$ cat src/design/b64_pkg.sv
// Shared types, constants and the alphabet lookup for the base64 stream encoder.
// Used by the queue, front, back and top-level files; depends on nothing.
package b64_pkg;

    localparam int QUEUE_DEPTH = 2;

    localparam logic [7:0] PAD_CHAR = 8'h3D;

    // One group of up to three bytes on its way to the character serializer.
    typedef struct packed {
        logic [23:0] bits;
        logic [2:0]  nchars;
        logic        last;
    } group_t;

    localparam logic [2:0] NCHARS_TWO   = 3'd2;
    localparam logic [2:0] NCHARS_THREE = 3'd3;
    localparam logic [2:0] NCHARS_FOUR  = 3'd4;

    function automatic logic [7:0] b64_char(input logic [5:0] idx);
        logic [7:0] code;
        code = {2'b00, idx};
        if (idx < 6'd26)
        begin
            b64_char = 8'h41 + code;
        end
        else if (idx < 6'd52)
        begin
            b64_char = 8'h61 + (code - 8'd26);
        end
        else if (idx < 6'd62)
        begin
            b64_char = 8'h30 + (code - 8'd52);
        end
        else if (idx == 6'd62)
        begin
            b64_char = 8'h2B;
        end
        else
        begin
            b64_char = 8'h2F;
        end
    endfunction

endpackage

$ cat src/design/b64_stream_if.sv
// Valid/ready channel interfaces for raw bytes in and base64 characters out.
// Standalone; no package dependency.
interface b64_byte_if;
    logic       valid;
    logic       ready;
    logic [7:0] data_byte;
    logic       final_byte;

    modport source (output valid, output data_byte, output final_byte, input ready);
    modport sink (input valid, input data_byte, input final_byte, output ready);
endinterface

interface b64_char_if;
    logic       valid;
    logic       ready;
    logic [7:0] out_char;
    logic       end_of_output;

    modport source (output valid, output out_char, output end_of_output, input ready);
    modport sink (input valid, input out_char, input end_of_output, output ready);
endinterface

$ cat src/design/base64_stream_encoder.sv
// Base64 stream encoder: a closed group goes through the group queue to the output
// character register; characters then leave one per cycle while the output is ready, four
// per group. A byte is taken every cycle while the group queue has room; sustained input
// is limited by the single-character output register, four characters per three bytes.
// Reset (asynchronous, active low) clears pending bytes, the queue and output valid.
module base64_stream_encoder
    import b64_pkg::*;
#(
    parameter int QUEUE_DEPTH_P = QUEUE_DEPTH
)
(
    input  logic clk,
    input  logic rst_n,
    b64_byte_if.sink   raw_bytes,
    b64_char_if.source b64_chars
);

    logic   push;
    group_t push_data;
    logic   queue_full;
    logic   pop;
    group_t head;
    logic   queue_empty;

    b64_front u_front (
        .clk        (clk),
        .rst_n      (rst_n),
        .raw_bytes  (raw_bytes),
        .push       (push),
        .push_data  (push_data),
        .queue_full (queue_full)
    );

    b64_queue #(
        .DEPTH (QUEUE_DEPTH_P)
    ) u_queue (
        .clk       (clk),
        .rst_n     (rst_n),
        .push      (push),
        .push_data (push_data),
        .full      (queue_full),
        .pop       (pop),
        .pop_data  (head),
        .empty     (queue_empty)
    );

    b64_back u_back (
        .clk         (clk),
        .rst_n       (rst_n),
        .head        (head),
        .queue_empty (queue_empty),
        .pop         (pop),
        .b64_chars   (b64_chars)
    );

endmodule

$ cat src/design/b64_queue.sv
// Small group queue between the byte front end and the character back end.
// Depends on b64_pkg for the group_t entry type.
module b64_queue
    import b64_pkg::*;
#(
    parameter int DEPTH = QUEUE_DEPTH
)
(
    input  logic   clk,
    input  logic   rst_n,
    input  logic   push,
    input  group_t push_data,
    output logic   full,
    input  logic   pop,
    output group_t pop_data,
    output logic   empty
);

    localparam int PW = $clog2(DEPTH);
    localparam int CW = $clog2(DEPTH + 1);

    group_t          entries [DEPTH];
    logic [PW-1:0]   wr_ptr_reg;
    logic [PW-1:0]   wr_ptr_next;
    logic [PW-1:0]   rd_ptr_reg;
    logic [PW-1:0]   rd_ptr_next;
    logic [CW-1:0]   fill_reg;
    logic [CW-1:0]   fill_next;
    logic            do_push;
    logic            do_pop;

    assign full     = (fill_reg == CW'(DEPTH));
    assign empty    = (fill_reg == '0);
    assign do_push  = push && !full;
    assign do_pop   = pop && !empty;
    assign pop_data = entries[rd_ptr_reg];

    always_comb
    begin
        wr_ptr_next = wr_ptr_reg;
        rd_ptr_next = rd_ptr_reg;
        fill_next   = fill_reg;
        if (do_push)
        begin
            wr_ptr_next = (wr_ptr_reg == PW'(DEPTH - 1)) ? '0 : wr_ptr_reg + 1'b1;
        end
        if (do_pop)
        begin
            rd_ptr_next = (rd_ptr_reg == PW'(DEPTH - 1)) ? '0 : rd_ptr_reg + 1'b1;
        end
        if (do_push && !do_pop)
        begin
            fill_next = fill_reg + 1'b1;
        end
        else if (do_pop && !do_push)
        begin
            fill_next = fill_reg - 1'b1;
        end
    end

    always_ff @(posedge clk or negedge rst_n)
    begin
        if (!rst_n)
        begin
            wr_ptr_reg <= '0;
            rd_ptr_reg <= '0;
            fill_reg   <= '0;
        end
        else
        begin
            wr_ptr_reg <= wr_ptr_next;
            rd_ptr_reg <= rd_ptr_next;
            fill_reg   <= fill_next;
        end
    end

    always_ff @(posedge clk)
    begin
        if (do_push)
        begin
            entries[wr_ptr_reg] <= push_data;
        end
    end

endmodule

$ cat src/design/b64_front.sv
// Byte front end: gathers pending bytes and hands complete or final groups on.
// Depends on b64_pkg and the b64_byte_if interface.
module b64_front
    import b64_pkg::*;
(
    input  logic   clk,
    input  logic   rst_n,
    b64_byte_if.sink raw_bytes,
    output logic   push,
    output group_t push_data,
    input  logic   queue_full
);

    logic [15:0] pend_reg;
    logic [15:0] pend_next;
    logic [1:0]  count_reg;
    logic [1:0]  count_next;
    logic        accept;
    logic        emit;
    logic [7:0]  byte_in;

    assign byte_in         = raw_bytes.data_byte;
    assign raw_bytes.ready = !queue_full;
    assign accept          = raw_bytes.valid && !queue_full;
    // A third byte always closes the group, even when the message goes on.
    assign emit            = (count_reg >= 2'd2) || raw_bytes.final_byte;
    assign push            = accept && emit;

    always_comb
    begin
        push_data.last = raw_bytes.final_byte;
        if (count_reg >= 2'd2)
        begin
            push_data.bits   = {pend_reg, byte_in};
            push_data.nchars = NCHARS_FOUR;
        end
        else if (count_reg == 2'd1)
        begin
            push_data.bits   = {pend_reg[15:8], byte_in, 8'h00};
            push_data.nchars = NCHARS_THREE;
        end
        else
        begin
            push_data.bits   = {byte_in, 16'h0000};
            push_data.nchars = NCHARS_TWO;
        end
    end

    always_comb
    begin
        pend_next  = pend_reg;
        count_next = count_reg;
        if (accept)
        begin
            if (emit)
            begin
                pend_next  = '0;
                count_next = '0;
            end
            else
            begin
                if (count_reg == 2'd0)
                begin
                    pend_next = {byte_in, 8'h00};
                end
                else
                begin
                    pend_next = {pend_reg[15:8], byte_in};
                end
                count_next = count_reg + 2'd1;
            end
        end
    end

    always_ff @(posedge clk or negedge rst_n)
    begin
        if (!rst_n)
        begin
            pend_reg  <= '0;
            count_reg <= '0;
        end
        else
        begin
            pend_reg  <= pend_next;
            count_reg <= count_next;
        end
    end

endmodule

$ cat src/design/b64_back.sv
// Character back end: turns one queued group into four characters, one per beat.
// Depends on b64_pkg and the b64_char_if interface.
module b64_back
    import b64_pkg::*;
(
    input  logic   clk,
    input  logic   rst_n,
    input  group_t head,
    input  logic   queue_empty,
    output logic   pop,
    b64_char_if.source b64_chars
);

    logic [1:0] pos_reg;
    logic [1:0] pos_next;
    logic       valid_reg;
    logic       valid_next;
    logic [7:0] char_reg;
    logic [7:0] char_next;
    logic       end_reg;
    logic       end_next;
    logic       load;
    logic [5:0] sextet;

    assign load = !queue_empty && (!valid_reg || b64_chars.ready);
    assign pop  = load && (pos_reg == 2'd3);

    assign b64_chars.valid         = valid_reg;
    assign b64_chars.out_char      = char_reg;
    assign b64_chars.end_of_output = end_reg;

    always_comb
    begin
        case (pos_reg)
            2'd0:    sextet = head.bits[23:18];
            2'd1:    sextet = head.bits[17:12];
            2'd2:    sextet = head.bits[11:6];
            default: sextet = head.bits[5:0];
        endcase
    end

    always_comb
    begin
        pos_next   = pos_reg;
        valid_next = valid_reg;
        char_next  = char_reg;
        end_next   = end_reg;
        if (load)
        begin
            pos_next   = pos_reg + 2'd1;
            valid_next = 1'b1;
            // Positions past the group's character count are padding.
            char_next  = ({1'b0, pos_reg} < head.nchars) ? b64_char(sextet) : PAD_CHAR;
            end_next   = head.last && (pos_reg == 2'd3);
        end
        else if (b64_chars.ready)
        begin
            valid_next = 1'b0;
        end
    end

    always_ff @(posedge clk or negedge rst_n)
    begin
        if (!rst_n)
        begin
            pos_reg   <= '0;
            valid_reg <= 1'b0;
        end
        else
        begin
            pos_reg   <= pos_next;
            valid_reg <= valid_next;
        end
    end

    always_ff @(posedge clk)
    begin
        char_reg <= char_next;
        end_reg  <= end_next;
    end

endmodule

$ cat src/flat_wrapper.sv
// flat-port wrapper written by rule: the top's interface ports become plain ports
module base64_stream_encoder_flat import b64_pkg::*;
#(
    parameter int QUEUE_DEPTH_P = QUEUE_DEPTH
)
  (clk, rst_n, raw_bytes_valid, raw_bytes_data_byte, raw_bytes_final_byte, raw_bytes_ready, b64_chars_valid, b64_chars_out_char, b64_chars_end_of_output, b64_chars_ready);
  b64_byte_if raw_bytes_i ();
  b64_char_if b64_chars_i ();
  input  logic clk;
  input  logic rst_n;
  input wire logic [$bits(raw_bytes_i.valid)-1:0] raw_bytes_valid;
  input wire logic [$bits(raw_bytes_i.data_byte)-1:0] raw_bytes_data_byte;
  input wire logic [$bits(raw_bytes_i.final_byte)-1:0] raw_bytes_final_byte;
  output wire logic [$bits(raw_bytes_i.ready)-1:0] raw_bytes_ready;
  output wire logic [$bits(b64_chars_i.valid)-1:0] b64_chars_valid;
  output wire logic [$bits(b64_chars_i.out_char)-1:0] b64_chars_out_char;
  output wire logic [$bits(b64_chars_i.end_of_output)-1:0] b64_chars_end_of_output;
  input wire logic [$bits(b64_chars_i.ready)-1:0] b64_chars_ready;
  assign raw_bytes_i.valid = raw_bytes_valid;
  assign raw_bytes_i.data_byte = raw_bytes_data_byte;
  assign raw_bytes_i.final_byte = raw_bytes_final_byte;
  assign raw_bytes_ready = raw_bytes_i.ready;
  assign b64_chars_valid = b64_chars_i.valid;
  assign b64_chars_out_char = b64_chars_i.out_char;
  assign b64_chars_end_of_output = b64_chars_i.end_of_output;
  assign b64_chars_i.ready = b64_chars_ready;
  base64_stream_encoder #(.QUEUE_DEPTH_P(QUEUE_DEPTH_P)) u_core (.clk(clk), .rst_n(rst_n), .raw_bytes(raw_bytes_i), .b64_chars(b64_chars_i));
endmodule
$ cat config.mk
export PLATFORM = sky130hd
export DESIGN_NAME = base64_stream_encoder_flat
export DESIGN_NICKNAME = d
export VERILOG_FILES = /design/src/design/b64_pkg.sv /design/src/design/b64_stream_if.sv /design/src/design/base64_stream_encoder.sv /design/src/design/b64_queue.sv /design/src/design/b64_front.sv /design/src/design/b64_back.sv /design/src/flat_wrapper.sv
export SDC_FILE = /design/constraint.sdc
export NUM_CORES = 1
export LEC_CHECK = 0
export BUFFER_PORTS_ARGS = -buffer_cell sky130_fd_sc_hd__buf_2
export CAP_MARGIN = 20
export CORE_MARGIN = 3
export CORE_UTILIZATION = 35
export CTS_CLUSTER_DIAMETER = 200
export DETAILED_ROUTE_END_ITERATION = 7
export PLACE_DENSITY = 0.58
export SETUP_SLACK_MARGIN = 0.02
export SLEW_MARGIN = 20
export SYNTH_ARGS = -nofsm -noshare
export SYNTH_HDL_FRONTEND = slang
export SYNTH_SLANG_ARGS = --single-unit
$ cat constraint.sdc
create_clock -name clk -period 3.13 [get_ports clk]
set_input_delay 0.1565 -clock clk [delete_from_list [all_inputs] [get_ports clk]]
set_output_delay 0.1565 -clock clk [all_outputs]
set_load 0.02 [all_outputs]
==> key figures <==
Run status
  – Status: finished, final reports clean

Synth
  – Top cells by count, synth: 65 x edfxtp_1, 42 x nand2_1, 25 x dfrtp_1
  – Post-synth cell types: 56
  – Synthesized area: 4350 sq um
  – Asr flop ratio synth: 0.278
  – Most used DFF post-synth: edfxtp_1
  – Dominant cells by area after synthesis: edfxtp_1 45%, dfrtp_1 14%, ha_1 4.9%
  – Syn Inst Count: 354
  – Most common cell in the netlist: edfxtp_1
  – Post-synth top area share: 0.449
  – Synth Warn #: 0
  – Top cell type by total area after synthesis: edfxtp_1
  – Seq/Total Area, Yosys: 0.592
  – Post-synth net total: 384
  – Synth Register Bits: 90
  – EDFF count, synth: 65
  – Mapped Avg Cell Area: 12.3 sq um

Timing
  – Relative slew margins: 0.560
  – Fmax: 0.346 GHz
  – Fin Clk Skew: 0.00626 ns
  – Slack of the critical path: 0.236 ns
  – Final hold violation count: 0
  – Final setup violation count: 0
  – Fin crit share: 0.925
  – Setup TNS: 0 ns
  – Final Max Slew Viols: 0
  – Minimum clock period: 2.89 ns
  – RSZ-0062 raised after global routing: no
  – Worst-margin pin slew: 0.657 ns

Critical path
  – CP endpoint kind: flop
  – Critical Path Source Type: flop
  – Slowest stage delay, CP: 0.48 ns
  – Worst Path Buf+Inv: 1
  – Setup CP Type: reg -> reg
  – Crit path DAT: 2.98 ns
  – Maximum fanout along the worst path: 12
  – Top cell family by delay on the critical path: compound AO/OA/AOI/OAI gates
  – Worst EP required: 3.22 ns
  – Crit path cell chain: ha_2 -> or2_1 -> a211oi_1 -> or3_4 -> inv_2 -> o21ai_0 -> o22ai_1 -> o21a_1
  – Critical path's slowest cell: o21ai_0

Floorplanning
  – Row cnt: 40
  – Die ar.: 13800 sq um
  – Die width: 117 um
  – Io pins: 24
  – Core Footprint: 12100 sq um
  – Initial core utilization: 0.361
  – Die H: 117 um

Cells and area
  – Design area: 5100 sq um
  – Final Util: 0.423
  – Syn-to-layout area delta: 17.3%
  – Diode count: 0
  – Layout Nets: 421
  – Share of layout cells above drive strength 1: 0.210
  – # fillers: 1142
  – Number of flip-flops in the largest register: 56

Routing
  – WL/cell: 15.9 um
  – Vias: 2823
  – Initial drt markers: 201
  – Metal-1 WL: 4330 um
  – Pre-Repair DR Iteration Count: 4
  – Final WL: 8990 um
  – Uppermost layer routed: met4
  – Wire length on met3: 272 um
  – Vias per std cell: 5.01
  – DR DRC count: 0
  – Antenna Violating Nets Remaining: 0
  – Met2 WL: 4250 um

Clock tree
  – Worst-path clk slew: 0.06 ns
  – H-Tree Depth: 3
  – CTS tree: built
  – Max clock buf depth: 2
  – CTS Buf Count: 9
  – Clock sink total: 90
  – Clk_lat worst skew: 0.34 ns
  – CTS root buffer: clkbuf_16

Global routing
  – First-pass GRT wire length: 15300 um
  – Largest net degree at the start of global routing: 29
  – Initial antenna violation count: 0
  – GRT Total Usage: 0.139
  – Vias in the first global route: 2949
  – Global route total overflow: 0

Worst hold path
  – Hold Path Class: in -> reg

Place
  – Post-DP Area: 4710 sq um
  – Dpl hpwl: 6550 um
  – Place WS: 0.0692 ns
  – IO buf count: 23
  – Routability cong.: 0.891

Run
  – Max-Cap Viols: 0
==> final timing paths <==
check                                                start                                  end  slack [ns]  depth (start not counted)
worst max register to register    u_core.u_back.pos_reg[0]  u_core.u_back.b64_chars.out_char[1]        0.24                          8
max in group asynchronous                            rst_n             u_core.u_back.pos_reg[1]        2.39                          2
min in group asynchronous                            rst_n           u_core.u_front.pend_reg[5]        0.33                          2
worst max-delay path              u_core.u_back.pos_reg[0]  u_core.u_back.b64_chars.out_char[1]        0.24                          8
worst min register to register  u_core.u_queue.fill_reg[1]           u_core.u_queue.fill_reg[1]        0.50                          1
worst min-delay path                  raw_bytes_final_byte         u_core.u_queue.entries[1][0]        0.07                          1
==> cell families (layout without fill, tap and decap cells) <==
| kind of cell | Yosys count | in the layout | share of synthesized area |
|---|---|---|---|
| fa+ha+maj | 17 | 17 | 0.0489 |
| xor+xnor | 8 | 8 | 0.0161 |
| compound gates | 80 | 80 | 0.139 |
| buf+inv | 33 | 75 | 0.0388 |
| mux | 17 | 17 | 0.0414 |
| flops | 90 | 90 | 0.592 |
| simple gates | 109 | 109 | 0.123 |
==> per-layer routing <==
| layer | GRT usage | vias to the layer above |
|---|---|---|
| met5 | 0 | - |
| met4 | 0.0505 | 0 |
| met3 | 0.0351 | 10 |
| met2 | 0.219 | 52 |
| met1 | 0.186 | 1365 |
| li1 | - | 1396 |
==> timing repair <==
action / CTS / global route
setup buffers: 0 / 1
resized for setup: 0 / 14
hold buffers: 2 / 0
endpoints found under the setup margin: 0 / 5
hold endpoints to repair: 26 / 0
==> layout by cell type, fill, tap and decap left out, types with 12 or more instances in the layout <==
cell type  count
buf_2         23
o21ai_0       15
nor2_1        13
and2_1        12
edfxtp_1      65
a22o_1        18
nand3_1       17
dfrtp_1       23
buf_4         18
nand2_1       42
ha_1          13
==> area by class of cell <==
cell class / count / area, sq um / share of cell area
Clock buffer: 10 / 229 / 0.0449
Clock inverter: 6 / 66.3 / 0.0130
Inverter: 15 / 56.3 / 0.0110
Multi-Input combinational cell: 231 / 1670 / 0.328
Sequential cell: 90 / 2580 / 0.506
Tap cell: 168 / 210 / 0.0412
Timing Repair Buffer: 44 / 290 / 0.0569
==> metrics by stage <==
stage	std cells	hold slack (ns)
floorplan	354	-0.139
global placement	545	0.188
detailed placement	545	0.189
CTS	563	0.0676
global route	564	0.0705
finish	564	0.0697
==> worst register-to-register path: stages (launching register included) <==
cell and delay [ns]:
dfrtp_2 0.45, ha_2 0.28, or2_1 0.27, a211oi_1 0.37, or3_4 0.28, inv_2 0.11
o21ai_0 0.48, o22ai_1 0.17, o21a_1 0.21
Power is left out: the tool's default activity adds up to more than one toggle a clock period on the data nets, which glitch-free logic cannot reach.
